===== src/hw/rtl/rle_sprite_blitter_defines.svh =====
// ----------------------------------------------------------------------------
// rle_sprite_blitter_defines: assertion macros
// Shared concurrent assertion macros for the sprite blitter RTL. They expand
// to nothing when SYNTHESIS is defined.
// ----------------------------------------------------------------------------
`ifndef RLE_SPRITE_BLITTER_DEFINES_SVH
`define RLE_SPRITE_BLITTER_DEFINES_SVH

`ifndef SYNTHESIS

// Check a condition at every clock edge outside reset
`define RSB_ASSERT(name, clk, rstn, expr) \
  name: assert property (@(posedge clk) disable iff (!(rstn)) (expr)) \
    else $error("rsb assertion failed");

// Check a consequent in the same cycle as its antecedent
`define RSB_ASSERT_IMP(name, clk, rstn, ante, cons) \
  name: assert property (@(posedge clk) disable iff (!(rstn)) (ante) |-> (cons)) \
    else $error("rsb implication failed");

// Check a consequent in the cycle after its antecedent
`define RSB_ASSERT_NXT(name, clk, rstn, ante, cons) \
  name: assert property (@(posedge clk) disable iff (!(rstn)) (ante) |=> (cons)) \
    else $error("rsb next-cycle check failed");

`else

`define RSB_ASSERT(name, clk, rstn, expr)
`define RSB_ASSERT_IMP(name, clk, rstn, ante, cons)
`define RSB_ASSERT_NXT(name, clk, rstn, ante, cons)

`endif

`endif


===== src/hw/rtl/rsb_pkg.sv =====
// ----------------------------------------------------------------------------
// rsb_pkg: sprite blitter package
// Beat types, configuration record, parser phases and shared constants.
// ----------------------------------------------------------------------------
`timescale 1ns / 1ps
`default_nettype none

package rsb_pkg;

  // Field and address widths
  localparam int unsigned FRAME_ADDR_BITS_DEF = 19;
  localparam int unsigned QUEUE_DEPTH_DEF     = 2;
  localparam int unsigned RUN_COUNT_BITS      = 12;
  localparam int unsigned ADDR_BITS           = 24;
  localparam int unsigned OUT_ADDR_BITS       = 19;
  localparam int unsigned CFG_DATA_BITS       = 13;
  localparam int unsigned CFG_INDEX_BITS      = 2;

  localparam logic [ADDR_BITS-1:0] ADDR_SAT          = {ADDR_BITS{1'b1}};
  localparam logic [12:0]          LINE_STRIDE_RESET = 13'd640;

  // Header and control word bits
  localparam int unsigned HDR_RLE_BIT = 0;
  localparam int unsigned HDR_OFS_BIT = 1;
  localparam int unsigned CTL_RUN_BIT = 15;
  localparam int unsigned CTL_EOL_BIT = 14;

  // Configuration register indexes
  localparam logic [CFG_INDEX_BITS-1:0] CFG_TRANSPARENT = 2'd0;
  localparam logic [CFG_INDEX_BITS-1:0] CFG_BASE_ROW    = 2'd1;
  localparam logic [CFG_INDEX_BITS-1:0] CFG_BASE_COLUMN = 2'd2;
  localparam logic [CFG_INDEX_BITS-1:0] CFG_LINE_STRIDE = 2'd3;

  typedef enum logic [1:0] {
    KIND_PIXEL = 2'd0,
    KIND_FILL  = 2'd1,
    KIND_NONE  = 2'd2
  } rsb_kind_e;

  typedef enum logic [3:0] {
    PH_IDLE,
    PH_HDR_HI,
    PH_ROFF_LO,
    PH_ROFF_HI,
    PH_COFF_LO,
    PH_COFF_HI,
    PH_W_LO,
    PH_W_HI,
    PH_H_LO,
    PH_H_HI,
    PH_PLAIN,
    PH_CTL_LO,
    PH_CTL_HI,
    PH_LIT
  } rsb_phase_e;

  typedef struct packed {
    logic [7:0] record_byte;
    logic       record_start;
  } rsb_in_t;

  typedef struct packed {
    logic [1:0]               write_kind;
    logic [OUT_ADDR_BITS-1:0] write_address;
    logic [7:0]               pixel_value;
    logic [RUN_COUNT_BITS-1:0] run_length;
    logic                     out_of_frame;
    logic                     image_done;
  } rsb_out_t;

  typedef struct packed {
    logic        transparent;
    logic [9:0]  base_row;
    logic [9:0]  base_column;
    logic [12:0] line_stride;
  } rsb_cfg_t;

  // Write operation passed from the parser to the output stage
  typedef struct packed {
    rsb_kind_e                 kind;
    logic [ADDR_BITS-1:0]      addr;
    logic [7:0]                pixel;
    logic [RUN_COUNT_BITS-1:0] len;
    logic                      done;
  } rsb_op_t;

  typedef struct packed {
    logic full;
    logic empty;
  } rsb_q_status_t;

endpackage

`default_nettype wire


===== src/hw/rtl/rle_sprite_blitter.sv =====
// ----------------------------------------------------------------------------
// rle_sprite_blitter: streaming image-record blitter
// Parses a byte stream of plain or run-length coded image records and emits
// frame-buffer write beats.
//
//   channel  dir  handshake                 payload
//   in       in   in_valid_i / in_stall_o    in_data_i   (rsb_in_t)
//   out      out  out_valid_o / out_stall_i  out_data_o  (rsb_out_t)
//   cfg      in   cfg_we_i                   cfg_index_i, cfg_wdata_i
//
// One record byte is taken every cycle while in_stall_o is low; the parser
// touches only small counters and saturating adders per byte.
// A result beat moves from the operation queue to the register behind out_valid_o.
// The origin multiply runs in its own register stage during the header.
// Reset is asynchronous and active low; no clearing pass is needed.
// in_stall_o rises only when the operation queue holds QUEUE_DEPTH beats.
// ----------------------------------------------------------------------------
`timescale 1ns / 1ps
`default_nettype none

module rle_sprite_blitter import rsb_pkg::*; #(
  parameter int unsigned FRAME_ADDR_BITS = FRAME_ADDR_BITS_DEF,
  parameter int unsigned QUEUE_DEPTH     = QUEUE_DEPTH_DEF
) (
  input  logic                      clk_i,
  input  logic                      rst_ni,
  input  logic                      in_valid_i,
  output logic                      in_stall_o,
  input  rsb_in_t                   in_data_i,
  output logic                      out_valid_o,
  input  logic                      out_stall_i,
  output rsb_out_t                  out_data_o,
  input  logic                      cfg_we_i,
  input  logic [CFG_INDEX_BITS-1:0] cfg_index_i,
  input  logic [CFG_DATA_BITS-1:0]  cfg_wdata_i
);

  rsb_cfg_t      cfg_q;
  rsb_q_status_t q_status;
  rsb_op_t       push_op, pop_op;
  logic          push, pop;

  // Configuration registers
  always_ff @(posedge clk_i or negedge rst_ni) begin
    if (!rst_ni) begin
      cfg_q.transparent <= 1'b0;
      cfg_q.base_row    <= '0;
      cfg_q.base_column <= '0;
      cfg_q.line_stride <= LINE_STRIDE_RESET;
    end else if (cfg_we_i) begin
      case (cfg_index_i)
        CFG_TRANSPARENT: cfg_q.transparent <= cfg_wdata_i[0];
        CFG_BASE_ROW:    cfg_q.base_row    <= cfg_wdata_i[9:0];
        CFG_BASE_COLUMN: cfg_q.base_column <= cfg_wdata_i[9:0];
        CFG_LINE_STRIDE: cfg_q.line_stride <= cfg_wdata_i[12:0];
        default:         cfg_q.transparent <= cfg_q.transparent;
      endcase
    end
  end

  rsb_front u_front (
    .clk_i      (clk_i),
    .rst_ni     (rst_ni),
    .in_valid_i (in_valid_i),
    .in_stall_o (in_stall_o),
    .in_data_i  (in_data_i),
    .cfg_i      (cfg_q),
    .q_status_i (q_status),
    .op_push_o  (push),
    .op_o       (push_op)
  );

  rsb_queue #(
    .DEPTH (QUEUE_DEPTH)
  ) u_queue (
    .clk_i    (clk_i),
    .rst_ni   (rst_ni),
    .push_i   (push),
    .op_i     (push_op),
    .pop_i    (pop),
    .op_o     (pop_op),
    .status_o (q_status)
  );

  rsb_back #(
    .FRAME_ADDR_BITS (FRAME_ADDR_BITS)
  ) u_back (
    .clk_i       (clk_i),
    .rst_ni      (rst_ni),
    .op_i        (pop_op),
    .q_status_i  (q_status),
    .pop_o       (pop),
    .out_valid_o (out_valid_o),
    .out_stall_i (out_stall_i),
    .out_data_o  (out_data_o)
  );

endmodule

`default_nettype wire


===== src/hw/rtl/rsb_front.sv =====
// ----------------------------------------------------------------------------
// rsb_front: record parser
// Takes one record byte per cycle unless the queue is full, walks the header
// and pixel body, tracks row and pixel addresses and queues write operations.
// ----------------------------------------------------------------------------
`timescale 1ns / 1ps
`default_nettype none

`include "rle_sprite_blitter_defines.svh"

module rsb_front import rsb_pkg::*; (
  input  logic          clk_i,
  input  logic          rst_ni,
  input  logic          in_valid_i,
  output logic          in_stall_o,
  input  rsb_in_t       in_data_i,
  input  rsb_cfg_t      cfg_i,
  input  rsb_q_status_t q_status_i,
  output logic          op_push_o,
  output rsb_op_t       op_o
);

  rsb_phase_e           phase_q, phase_d;
  logic [7:0]           low_hold_q, low_hold_d;
  logic [1:0]           flags_q, flags_d;
  logic [15:0]          row_off_q, row_off_d;
  logic [15:0]          width_q, width_d;
  logic [15:0]          rows_left_q, rows_left_d;
  logic [15:0]          run_left_q, run_left_d;
  logic                 run_ends_q, run_ends_d;
  logic [ADDR_BITS-1:0] line_q, line_d;
  logic [ADDR_BITS-1:0] cur_q, cur_d;
  logic [16:0]          rowsum_q, rowsum_d;
  logic [16:0]          colsum_q, colsum_d;
  logic [12:0]          snap_q, snap_d;
  logic [29:0]          prod_q;

  logic                 accept, start, op_valid;
  logic [7:0]           b;
  logic [15:0]          word;
  logic [RUN_COUNT_BITS-1:0] count;
  logic                 is_run, ends, count_zero, rows_last, run_last, end_row;
  rsb_phase_e           row_phase, eol_phase;
  logic [ADDR_BITS-1:0] next_line, cur_inc, cur_cnt, origin_addr;
  logic [30:0]          origin_sum;
  rsb_op_t              op;

  function automatic logic [ADDR_BITS-1:0] sat_add(input logic [ADDR_BITS-1:0] a,
                                                   input logic [12:0] inc);
    logic [ADDR_BITS:0] s;
    s = {1'b0, a} + (ADDR_BITS+1)'(inc);
    return s[ADDR_BITS] ? ADDR_SAT : s[ADDR_BITS-1:0];
  endfunction

  // Decode the current beat
  assign in_stall_o = q_status_i.full;
  assign accept     = in_valid_i && !q_status_i.full;
  assign b          = in_data_i.record_byte;
  assign start      = in_data_i.record_start;
  assign word       = {b, low_hold_q};
  assign count      = word[RUN_COUNT_BITS-1:0];
  assign is_run     = word[CTL_RUN_BIT];
  assign ends       = word[CTL_EOL_BIT];
  assign count_zero = (count == '0);
  assign rows_last  = (rows_left_q == 16'd1);
  assign run_last   = (run_left_q == 16'd1);
  assign row_phase  = flags_q[HDR_RLE_BIT] ? PH_CTL_LO : PH_PLAIN;
  assign eol_phase  = rows_last ? PH_IDLE : row_phase;

  // Address arithmetic
  assign next_line   = sat_add(line_q, cfg_i.line_stride);
  assign cur_inc     = sat_add(cur_q, 13'd1);
  assign cur_cnt     = sat_add(cur_q, 13'(count));
  assign origin_sum  = 31'(colsum_q) + 31'(prod_q);
  assign origin_addr = (origin_sum > 31'(ADDR_SAT)) ? ADDR_SAT : origin_sum[ADDR_BITS-1:0];

  // Flag beats that close a row
  always_comb begin
    case (phase_q)
      PH_PLAIN:  end_row = run_last;
      PH_CTL_HI: end_row = ends && (is_run || count_zero);
      PH_LIT:    end_row = run_last && run_ends_q;
      default:   end_row = 1'b0;
    endcase
  end

  // Next parser phase
  always_comb begin
    phase_d = phase_q;
    if (accept) begin
      if (start) begin
        phase_d = PH_HDR_HI;
      end else begin
        case (phase_q)
          PH_IDLE:    phase_d = PH_IDLE;
          PH_HDR_HI:  phase_d = word[HDR_OFS_BIT] ? PH_ROFF_LO : PH_W_LO;
          PH_ROFF_LO: phase_d = PH_ROFF_HI;
          PH_ROFF_HI: phase_d = PH_COFF_LO;
          PH_COFF_LO: phase_d = PH_COFF_HI;
          PH_COFF_HI: phase_d = PH_W_LO;
          PH_W_LO:    phase_d = PH_W_HI;
          PH_W_HI:    phase_d = (word == '0) ? PH_IDLE : PH_H_LO;
          PH_H_LO:    phase_d = PH_H_HI;
          PH_H_HI:    phase_d = (word == '0) ? PH_IDLE : row_phase;
          PH_PLAIN:   phase_d = end_row ? eol_phase : PH_PLAIN;
          PH_CTL_LO:  phase_d = PH_CTL_HI;
          PH_CTL_HI: begin
            if (end_row) begin
              phase_d = eol_phase;
            end else if (!is_run && !count_zero) begin
              phase_d = PH_LIT;
            end else begin
              phase_d = PH_CTL_LO;
            end
          end
          PH_LIT: begin
            if (end_row) begin
              phase_d = eol_phase;
            end else if (run_last) begin
              phase_d = PH_CTL_LO;
            end
          end
          default: phase_d = PH_IDLE;
        endcase
      end
    end
  end

  // Build the write operation for this beat
  always_comb begin
    op_valid = 1'b0;
    op.kind  = KIND_NONE;
    op.addr  = '0;
    op.pixel = '0;
    op.len   = '0;
    op.done  = end_row && rows_last;
    if (accept && !start) begin
      case (phase_q)
        PH_W_HI, PH_H_HI: begin
          op_valid = (word == '0);
          op.done  = 1'b1;
        end
        PH_PLAIN: begin
          if (!(cfg_i.transparent && b == '0)) begin
            op_valid = 1'b1;
            op.kind  = KIND_PIXEL;
            op.addr  = cur_q;
            op.pixel = b;
            op.len   = RUN_COUNT_BITS'(1);
          end else begin
            op_valid = op.done;
          end
        end
        PH_CTL_HI: begin
          if (is_run && !cfg_i.transparent && !count_zero) begin
            op_valid = 1'b1;
            op.kind  = KIND_FILL;
            op.addr  = cur_q;
            op.len   = count;
          end else begin
            op_valid = op.done;
          end
        end
        PH_LIT: begin
          op_valid = 1'b1;
          op.kind  = KIND_PIXEL;
          op.addr  = cur_q;
          op.pixel = b;
          op.len   = RUN_COUNT_BITS'(1);
        end
        default: op_valid = 1'b0;
      endcase
    end
  end

  assign op_push_o = op_valid;
  assign op_o      = op;

  // Update header fields, counters and addresses
  always_comb begin
    low_hold_d  = low_hold_q;
    flags_d     = flags_q;
    row_off_d   = row_off_q;
    width_d     = width_q;
    rows_left_d = rows_left_q;
    run_left_d  = run_left_q;
    run_ends_d  = run_ends_q;
    line_d      = line_q;
    cur_d       = cur_q;
    rowsum_d    = rowsum_q;
    colsum_d    = colsum_q;
    snap_d      = snap_q;
    if (accept) begin
      if (start) begin
        low_hold_d = b;
      end else begin
        case (phase_q)
          PH_HDR_HI: begin
            flags_d   = word[1:0];
            row_off_d = '0;
            // Latch the origin terms; the product settles before the body
            if (!word[HDR_OFS_BIT]) begin
              rowsum_d = 17'(cfg_i.base_row);
              colsum_d = 17'(cfg_i.base_column);
              snap_d   = cfg_i.line_stride;
            end
          end
          PH_ROFF_LO, PH_COFF_LO, PH_W_LO, PH_H_LO, PH_CTL_LO: low_hold_d = b;
          PH_ROFF_HI: row_off_d = word;
          PH_COFF_HI: begin
            rowsum_d = 17'(cfg_i.base_row) + 17'(row_off_q);
            colsum_d = 17'(cfg_i.base_column) + 17'(word);
            snap_d   = cfg_i.line_stride;
          end
          PH_W_HI: width_d = word;
          PH_H_HI: begin
            rows_left_d = word;
            line_d      = origin_addr;
            cur_d       = origin_addr;
            if (!flags_q[HDR_RLE_BIT]) begin
              run_left_d = width_q;
            end
          end
          PH_PLAIN, PH_LIT: begin
            cur_d      = cur_inc;
            run_left_d = run_left_q - 16'd1;
          end
          PH_CTL_HI: begin
            if (is_run) begin
              cur_d = cur_cnt;
            end else if (!count_zero) begin
              run_left_d = 16'(count);
              run_ends_d = ends;
            end
          end
          default: low_hold_d = low_hold_q;
        endcase
        // Step to the next row
        if (end_row) begin
          line_d      = next_line;
          cur_d       = next_line;
          rows_left_d = rows_left_q - 16'd1;
          if (!flags_q[HDR_RLE_BIT]) begin
            run_left_d = width_q;
          end
        end
      end
    end
  end

  // Control registers
  always_ff @(posedge clk_i or negedge rst_ni) begin
    if (!rst_ni) begin
      phase_q     <= PH_IDLE;
      flags_q     <= '0;
      rows_left_q <= '0;
      run_left_q  <= '0;
      run_ends_q  <= 1'b0;
    end else begin
      phase_q     <= phase_d;
      flags_q     <= flags_d;
      rows_left_q <= rows_left_d;
      run_left_q  <= run_left_d;
      run_ends_q  <= run_ends_d;
    end
  end

  // Payload registers
  always_ff @(posedge clk_i) begin
    low_hold_q <= low_hold_d;
    row_off_q  <= row_off_d;
    width_q    <= width_d;
    line_q     <= line_d;
    cur_q      <= cur_d;
    rowsum_q   <= rowsum_d;
    colsum_q   <= colsum_d;
    snap_q     <= snap_d;
    prod_q     <= 30'(snap_q) * 30'(rowsum_q);
  end

  `RSB_ASSERT_NXT(a_done_goes_idle, clk_i, rst_ni, op_push_o && op_o.done, phase_q == PH_IDLE)
  `RSB_ASSERT_IMP(a_none_carries_done, clk_i, rst_ni, op_push_o && op_o.kind == KIND_NONE, op_o.done)
  `RSB_ASSERT_IMP(a_run_nonzero, clk_i, rst_ni, phase_q == PH_PLAIN || phase_q == PH_LIT, run_left_q != '0)

endmodule

`default_nettype wire


===== src/hw/rtl/rsb_queue.sv =====
// ----------------------------------------------------------------------------
// rsb_queue: operation queue
// Short FIFO between the parser and the output stage so each side can
// stall on its own.
// ----------------------------------------------------------------------------
`timescale 1ns / 1ps
`default_nettype none

`include "rle_sprite_blitter_defines.svh"

module rsb_queue import rsb_pkg::*; #(
  parameter int unsigned DEPTH = QUEUE_DEPTH_DEF
) (
  input  logic          clk_i,
  input  logic          rst_ni,
  input  logic          push_i,
  input  rsb_op_t       op_i,
  input  logic          pop_i,
  output rsb_op_t       op_o,
  output rsb_q_status_t status_o
);

  localparam int unsigned PTR_W = (DEPTH > 1) ? $clog2(DEPTH) : 1;
  localparam int unsigned CNT_W = $clog2(DEPTH + 1);

  rsb_op_t            slots_q [DEPTH];
  logic [PTR_W-1:0]   wr_ptr_q, wr_ptr_d, rd_ptr_q, rd_ptr_d;
  logic [CNT_W-1:0]   count_q, count_d;

  // Advance pointers and occupancy
  always_comb begin
    wr_ptr_d = wr_ptr_q;
    rd_ptr_d = rd_ptr_q;
    count_d  = count_q;
    if (push_i) begin
      wr_ptr_d = (wr_ptr_q == PTR_W'(DEPTH - 1)) ? '0 : wr_ptr_q + 1'b1;
    end
    if (pop_i) begin
      rd_ptr_d = (rd_ptr_q == PTR_W'(DEPTH - 1)) ? '0 : rd_ptr_q + 1'b1;
    end
    if (push_i && !pop_i) begin
      count_d = count_q + 1'b1;
    end else if (pop_i && !push_i) begin
      count_d = count_q - 1'b1;
    end
  end

  always_ff @(posedge clk_i or negedge rst_ni) begin
    if (!rst_ni) begin
      wr_ptr_q <= '0;
      rd_ptr_q <= '0;
      count_q  <= '0;
    end else begin
      wr_ptr_q <= wr_ptr_d;
      rd_ptr_q <= rd_ptr_d;
      count_q  <= count_d;
    end
  end

  // Store pushed beats
  always_ff @(posedge clk_i) begin
    if (push_i) begin
      slots_q[wr_ptr_q] <= op_i;
    end
  end

  assign op_o           = slots_q[rd_ptr_q];
  assign status_o.full  = (count_q == CNT_W'(DEPTH));
  assign status_o.empty = (count_q == '0);

  `RSB_ASSERT(a_count_bound, clk_i, rst_ni, count_q <= CNT_W'(DEPTH))
  `RSB_ASSERT_IMP(a_no_push_full, clk_i, rst_ni, push_i, !status_o.full)
  `RSB_ASSERT_IMP(a_no_pop_empty, clk_i, rst_ni, pop_i, !status_o.empty)

endmodule

`default_nettype wire


===== src/hw/rtl/rsb_back.sv =====
// ----------------------------------------------------------------------------
// rsb_back: output stage
// Pops write operations, checks them against the frame size, masks the
// address and holds the result beat in an output register.
// ----------------------------------------------------------------------------
`timescale 1ns / 1ps
`default_nettype none

module rsb_back import rsb_pkg::*; #(
  parameter int unsigned FRAME_ADDR_BITS = FRAME_ADDR_BITS_DEF
) (
  input  logic          clk_i,
  input  logic          rst_ni,
  input  rsb_op_t       op_i,
  input  rsb_q_status_t q_status_i,
  output logic          pop_o,
  output logic          out_valid_o,
  input  logic          out_stall_i,
  output rsb_out_t      out_data_o
);

  localparam logic [ADDR_BITS:0]   FRAME_SIZE = (ADDR_BITS+1)'(1) << FRAME_ADDR_BITS;
  localparam logic [ADDR_BITS-1:0] ADDR_MASK  = ADDR_BITS'(FRAME_SIZE - (ADDR_BITS+1)'(1));

  logic                 out_valid_q, out_valid_d, load;
  rsb_out_t             out_q, out_d;
  logic [ADDR_BITS-1:0] addr_masked;
  logic [ADDR_BITS:0]   reach;

  // Load when the register is empty or its beat is taken
  assign load  = !out_valid_q || !out_stall_i;
  assign pop_o = load && !q_status_i.empty;

  // Format the result beat
  always_comb begin
    addr_masked         = op_i.addr & ADDR_MASK;
    reach               = (ADDR_BITS+1)'(op_i.addr) + (ADDR_BITS+1)'(op_i.len);
    out_d.write_kind    = op_i.kind;
    out_d.write_address = addr_masked[OUT_ADDR_BITS-1:0];
    out_d.pixel_value   = op_i.pixel;
    out_d.run_length    = op_i.len;
    out_d.out_of_frame  = (op_i.kind != KIND_NONE) && (reach > FRAME_SIZE);
    out_d.image_done    = op_i.done;
    out_valid_d         = load ? !q_status_i.empty : out_valid_q;
  end

  always_ff @(posedge clk_i or negedge rst_ni) begin
    if (!rst_ni) begin
      out_valid_q <= 1'b0;
    end else begin
      out_valid_q <= out_valid_d;
    end
  end

  always_ff @(posedge clk_i) begin
    if (pop_o) begin
      out_q <= out_d;
    end
  end

  assign out_valid_o = out_valid_q;
  assign out_data_o  = out_q;

endmodule

`default_nettype wire

===== config.mk =====
export PLATFORM = sky130hd
export DESIGN_NAME = rle_sprite_blitter
export DESIGN_NICKNAME = d
export VERILOG_FILES = /design/src/hw/rtl/rsb_pkg.sv /design/src/hw/rtl/rle_sprite_blitter.sv /design/src/hw/rtl/rsb_front.sv /design/src/hw/rtl/rsb_queue.sv /design/src/hw/rtl/rsb_back.sv
export VERILOG_INCLUDE_DIRS = /design/src /design/src/hw/rtl
export SDC_FILE = /design/constraint.sdc
export NUM_CORES = 1
export LEC_CHECK = 0
export BUFFER_PORTS_ARGS = -buffer_cell sky130_fd_sc_hd__buf_2
export CORE_UTILIZATION = 36
export DETAILED_ROUTE_END_ITERATION = 6
export PLACE_DENSITY = 0.53
export SYNTH_ARGS = -nofsm -noshare
export SYNTH_HDL_FRONTEND = slang
export SYNTH_HIERARCHICAL = 1
export SYNTH_SLANG_ARGS = --single-unit

===== constraint.sdc =====
create_clock -name clk_i -period 11.7 [get_ports clk_i]
set_clock_uncertainty 0.1 [all_clocks]
set_input_delay 2.34 -clock clk_i [delete_from_list [all_inputs] [get_ports clk_i]]
set_output_delay 2.34 -clock clk_i [all_outputs]
set_load 0.01 [all_outputs]

* Word level (Yosys, flattened, before mapping)
Memories as Yosys holds them, arrays and structs flattened.
Index checks and enable logic that the tools add are counted.
** Operators by class
- $add $sub $neg :: 13
- Eq/ne operators :: 23
- Multiplexer cells :: 57
- Bitwise operators :: 3
- Multiply operators :: 1
- Reduce and logical (&&, ||, !) cells :: 53
- Magnitude comparators :: 2
** Operators with widths (count)
- two-way mux 24 bit :: 8
- two-way mux 16 bit :: 7
- one-hot mux 26 bit (3 select lines) :: 1
- one-hot mux 24 bit (3 select lines) :: 1
- one-hot mux 17 bit (2 select lines) :: 2
- one-hot mux 4 bit (13 select lines) :: 1
- adder 24 x 12 -> 25 bit :: 2
- one-hot mux 16 bit (3 select lines) :: 1
- two-way mux 47 bit :: 1
- two-way mux 46 bit :: 1
- one-hot mux 12 bit (3 select lines) :: 1
- adder 10 x 16 -> 17 bit :: 2
- two-way mux 17 bit :: 2
- == test 16 x 1 -> 1 bit, second input constant :: 2
- two-way mux 4 bit :: 8
- one-hot mux 16 bit (2 select lines) :: 1
- subtractor 16 x 1 -> 16 bit, second input constant :: 2
- adder 17 x 30 -> 31 bit :: 1
- greater-than comparator 31 x 24 -> 1 bit, second input constant :: 1
- multiplier 13 x 17 -> 30 bit :: 1
- two-way mux 26 bit :: 1
- one-hot mux 13 bit (2 select lines) :: 1
- adder 24 x 1 -> 25 bit, second input constant :: 1
- adder 24 x 13 -> 25 bit :: 1
- other kinds (38) :: 102
** Storage, ports and cells
- Memories :: 1
- Output and inout bits :: 45
- Bits of input ports :: 29
- Word-level logic and storage cells :: 181
- Register bits after elaboration :: 285
- RAM bits :: 94
** Memories
- u_queue.slots_q :: words 2, bits a word 47, read ports 1, clocked after memory_dff 0, write ports 1, line rsb_queue.sv:26 : rsb_op_t slots_q [DEPTH];

* Longest topological paths before layout
- Depth in word-level cells :: 12
- Gate-level depth with buffers :: 22
- Depth with buffers taken out :: 21

* By module
The synthesis kept the hierarchy.
** Modules (own cells, without submodules)
- rsb_front :: cells an instance 2376, seq. area each 5605.4 um^2, instances 1, area each 20808.7 um^2
- rsb_queue :: cells an instance 162, seq. area each 2922.8 um^2, instances 1, area each 3657.3 um^2
- rsb_back :: cells an instance 165, seq. area each 1316.3 um^2, instances 1, area each 2138.3 um^2
- rle_sprite_blitter :: cells an instance 75, seq. area each 853.3 um^2, instances 1, area each 1340.0 um^2

* Least setup slack after synthesis
Ideal clock, no wire load.
- Kind :: in2reg
- Start :: in in_valid_i
- End :: reg u_front.colsum_q[0], enable pin
- Slack :: 537 ps
- Setup time :: 704 ps
- Stages on the path :: 4
- Arrival time :: 10359 ps
- Required time :: 10896 ps
- Path buffers :: 1
- Path through :: nand2b_1 or2_2 clkbuf_1 a2111oi_0
** Between the ends
- Longest elaborated chain between the ends :: 2
** Ends and longest elaborated chain
- from (decl) :: line rle_sprite_blitter.sv:27 : input logic in_valid_i,
- logical AND 1 bit :: line rsb_front.sv:57 : assign accept = in_valid_i && !q_status_i.full;
- AND reduction 4 bit (no line)
- to (signal assigned) :: line rsb_front.sv:276 : colsum_q <= colsum_d;
- to (decl) :: line rsb_front.sv:34 : logic [16:0] colsum_q, colsum_d;
Every way passes these cells.
A chain may end at the register's enable or synchronous reset.

* Final worst setup path
- Start :: reg u_front.snap_q[2]
- End :: reg u_front.prod_q[28]
** Between the ends
- Longest elaborated chain between the ends :: 1
** Ends and longest elaborated chain
- from (decl) :: line rsb_front.sv:35 : logic [12:0] snap_q, snap_d;
- from (signal assigned) :: line rsb_front.sv:277 : snap_q <= snap_d;
- multiplier 13 x 17 -> 30 bit :: line rsb_front.sv:278 : prod_q <= 30'(snap_q) * 30'(rowsum_q);
- to (signal assigned) :: line rsb_front.sv:278
- to (decl) :: line rsb_front.sv:36 : logic [29:0] prod_q;
Every way passes these cells.

==> metrics <==
status=finished, final reports clean; Yosys reg bits=379; ANT nets after route=0; top routing layer used=met4; post-synthesis simple-gate area fraction=15.9%; Via-to-Cell Ratio=5.37; Mapped Area=27,900 µm²; crit share post-route=53.5%; Worst Path Max Fanout=17; final wirelength=76,400 µm; DR iter-0 viols=1,381; row count=101; clock buffer depth=3; hpwl dp=56,900 µm; Most Frequent Cell on Critical Path=fa_1; per-cell routed wire length=19.8 µm; Worst-Margin Slew=1160 ps; Power per Cell Area=233 nW/µm²; WP buf/inv=4; Leakage=12.6 nW; sequential element share of the synthesized area=38.3%; unrepaired setup endpoints after global routing=false; Critical Path End Type=flop; largest net degree at the start of global routing=61; NetSw=3.08 mW; via count=20,750; Initial Utilization=36.6%; CP cell instances=and2_1, fa_1, inv_1, fa_1, inv_1, fa_1, inv_1, fa_1, fa_1, inv_1, ha_1, o21ai_0, nor2_1, o41ai_1, o41ai_1, a41o_1, a21oi_1, o211a_1, or3_1, o211ai_1; main flop type after synthesis=edfxtp_1; Hold Path Stages=1; headroom to the max-slew limit=22.0%; setup TNS=0 ps; hold_buf cts=0; number of flops mapped to enable cells by yosys=272; CP peak stage delay=620 ps; fillers=7,532; final hold vios=0; Worst setup SP type=flop; Mapped Nets=3,133; class of the worst hold path=flop to flop; Synth Area per Inst=10.1 µm²; Clock Tree Root=clkbuf_16; placed inst area=29,300 µm²; post_cts resized=0; area of the multi-input gates=15,700 µm²; grt total ovfl=0; Pint=4.09 mW; drt drc=0; Max Cap Violations=0; CP arrival=6630 ps; H-tree Lvls=2; port bufs=73; layout cells sized above 1=10.5%; GRT Total Usage=19.6%; Reg area=10,700 µm²; power share of the combinational group=54.4%; adder-cell area share of the yosys netlist=19.2%; clock power share=19.4%; Top Ports=74; Crit Path Category=flop to flop; Worst-Skew Late Latency=590 ps; XOR/XNOR share of the synthesized area=3.51%; final setup fails=0; yosys warns=6; R2R cell count=20; first-pass GRT wire length=120,000 µm; Max Slew Vio Count=0; cts bufs inserted=44; Die Area=78,700 µm²; Pre-antenna DRT Iters=7; clk slew on worst S/H paths=60 ps; CTS tree=built; FFs w/ async S/R, synth=20.3%; Seq pwr share=26.2%; # Post-CTS Setup Buffers=0; largest family of logic cells by synthesized area=adder cells; WP data required=12,060 ps; Die Width=281 µm; Slowest-stage cell, CP=edfxtp_1; Die Span Y=281 µm; nets=3,155; VDD IR-drop max=0.000277 V; core area=76,300 µm²; CP delay by family, top=adder cells; routability cong.=0.860; Peak Freq=160 MHz; Synth Area in Compound Gates=13.1%; Sw Share=43.0%; initial antenna violation count=0; clock sinks=379; metal2 WL=36,400 µm; number of cells on the critical path=20; vias in the first global route=21,017; M1 wire length=34,800 µm; DR WL met3=3200 µm; Design Area, Final=30,800 µm²; Syn-to-layout area delta=10.1%; synthesized instance count=2,778; fin crit period=6260 ps; post-synthesis mux area share=4.26%; Synth cell types=89
[final timing paths]
kind / start / endpoint / slack [ps]
worst max-delay path: u_front/snap_q[2] / u_front/prod_q[28] / 5440
worst min-delay path: u_queue/rd_ptr_q / u_queue/rd_ptr_q / 360
worst max register to register: u_front/snap_q[2] / u_front/prod_q[28] / 5440
worst min register to register: u_queue/rd_ptr_q / u_queue/rd_ptr_q / 360
max in group asynchronous: rst_ni / cfg_q[4] / 8790
min in group asynchronous: rst_ni / u_front/run_left_q[8] / 1530
[synth_stat cells (7+ instances only)]
cell type  instances  area (µm²)
inv_1            275        1030
edfxtp_1         272        8170
nand2_1          247         927
a21oi_1          194         971
and2_1           179        1120
fa_1             171        3420
nor2_1           162         608
ha_1             155        1940
o21ai_0          113         566
clkbuf_1          91         342
nor3_1            90         450
dfrtp_1           75        1880
xnor2_1           64         561
mux2_2            55         619
nand3_1           49         245
xor2_1            48         420
dfxtp_1           30         601
mux2_4            30         450
o22ai_1           27         169
and3_1            25         156
a21o_1            24         180
a211oi_1          23         173
a31oi_1           23         144
nand4_1           22         138
nand2b_1          20         125
o31ai_1           20         150
nor4_1            18         113
buf_2             17        85.1
o21ai_1           16        80.1
or3_1             16         100
o211ai_1          15         113
o21a_1            14         105
nor2b_1           13        81.3
mux2i_1           12         120
o21bai_1          12        90.1
nor3b_1           11        82.6
buf_6              9         101
a21boi_0           8        60.1
or2_2              7        43.8
[cell families (layout without fill, tap and decap cells)]
group | Yosys count | after routing
AO/OA/AOI/OAI | 578 | 578
multiplexers | 97 | 97
XOR/XNOR | 112 | 112
adder cells (fa/ha/maj) | 326 | 326
other | 0 | 1
flip-flops | 379 | 379
AND/OR/NAND/NOR | 888 | 888
buffers and inverters | 398 | 452
[state kept, by name (all words and copies together), names as in the netlist]
name,count
cfg_q,34
u_back/out_data_o,43
u_back/out_valid_o,1
u_front/colsum_q,17
u_front/cur_q,24
u_front/flags_q,1
u_front/line_q,24
u_front/low_hold_q,8
u_front/phase_q,4
u_front/prod_q,30
u_front/row_off_q,16
u_front/rows_left_q,16
u_front/rowsum_q,17
u_front/run_ends_q,1
u_front/run_left_q,16
u_front/snap_q,13
u_front/width_q,16
u_queue/count_q,2
u_queue/rd_ptr_q,1
u_queue/slots_q,94
u_queue/wr_ptr_q,1
[power groups by stage]
stage | registers [mW] | clock network [mW] | logic (mW)
global route | 1.91 | 1.48 | 4.40
finish | 1.88 | 1.39 | 3.90
detailed placement | 1.91 | 0 | 3.92
CTS | 1.88 | 1.43 | 3.94
floorplan | 1.84 | 0 | 2.88
global placement | 1.91 | 0 | 3.87
[layout by cell type, fill, tap and decap left out, drive strengths merged, types with 20 or more instances in the layout]
master,netlist,final
clkbuf,93,53
nand4,22,22
edfxtp,272,272
fa,171,171
o21ai,130,130
inv,275,277
o22ai,27,27
dfxtp,30,30
mux2,85,85
nand3,51,51
and3,25,25
a21o,24,24
nor3,90,90
and2,180,180
nor2,165,165
o31ai,20,20
dfrtp,75,75
nand2,247,247
a211oi,23,23
nand2b,21,21
ha,155,155
buf,29,98
a21oi,195,195
xnor2,64,64
xor2,48,48
a31oi,23,23
[stage by stage]
stage	cells	hold slack [ps]	utilization (%)	power, mW	setup slack, ps
detailed placement	3784	354	38.4	5.82	5170
CTS	3862	364	40.3	7.26	5410
global placement	3784	354	38.4	5.78	5260
global route	3862	391	40.3	7.79	4970
floorplan	2778	348	-	4.73	537
finish	3863	360	40.3	7.18	5440
[metal layers]
metal | vias to the layer above | GRT usage [%]
li1 | 9752 | -
met1 | 10360 | 26.6
met2 | 528 | 33.0
met3 | 110 | 2.10
met4 | 0 | 5.67
met5 | - | 0
[layout make-up]
class / instances / area share (%)
multi-input cells: 2001 / 51.1
flip-flops and latches: 379 / 34.8
well taps: 1030 / 4.19
clock buffers: 53 / 3.86
inverters: 276 / 3.37
repair buffers: 98 / 1.81
clock inverters: 25 / 0.858
diodes: 1 / 0.00814
Note: power is estimated with default switching activity, not from simulation.
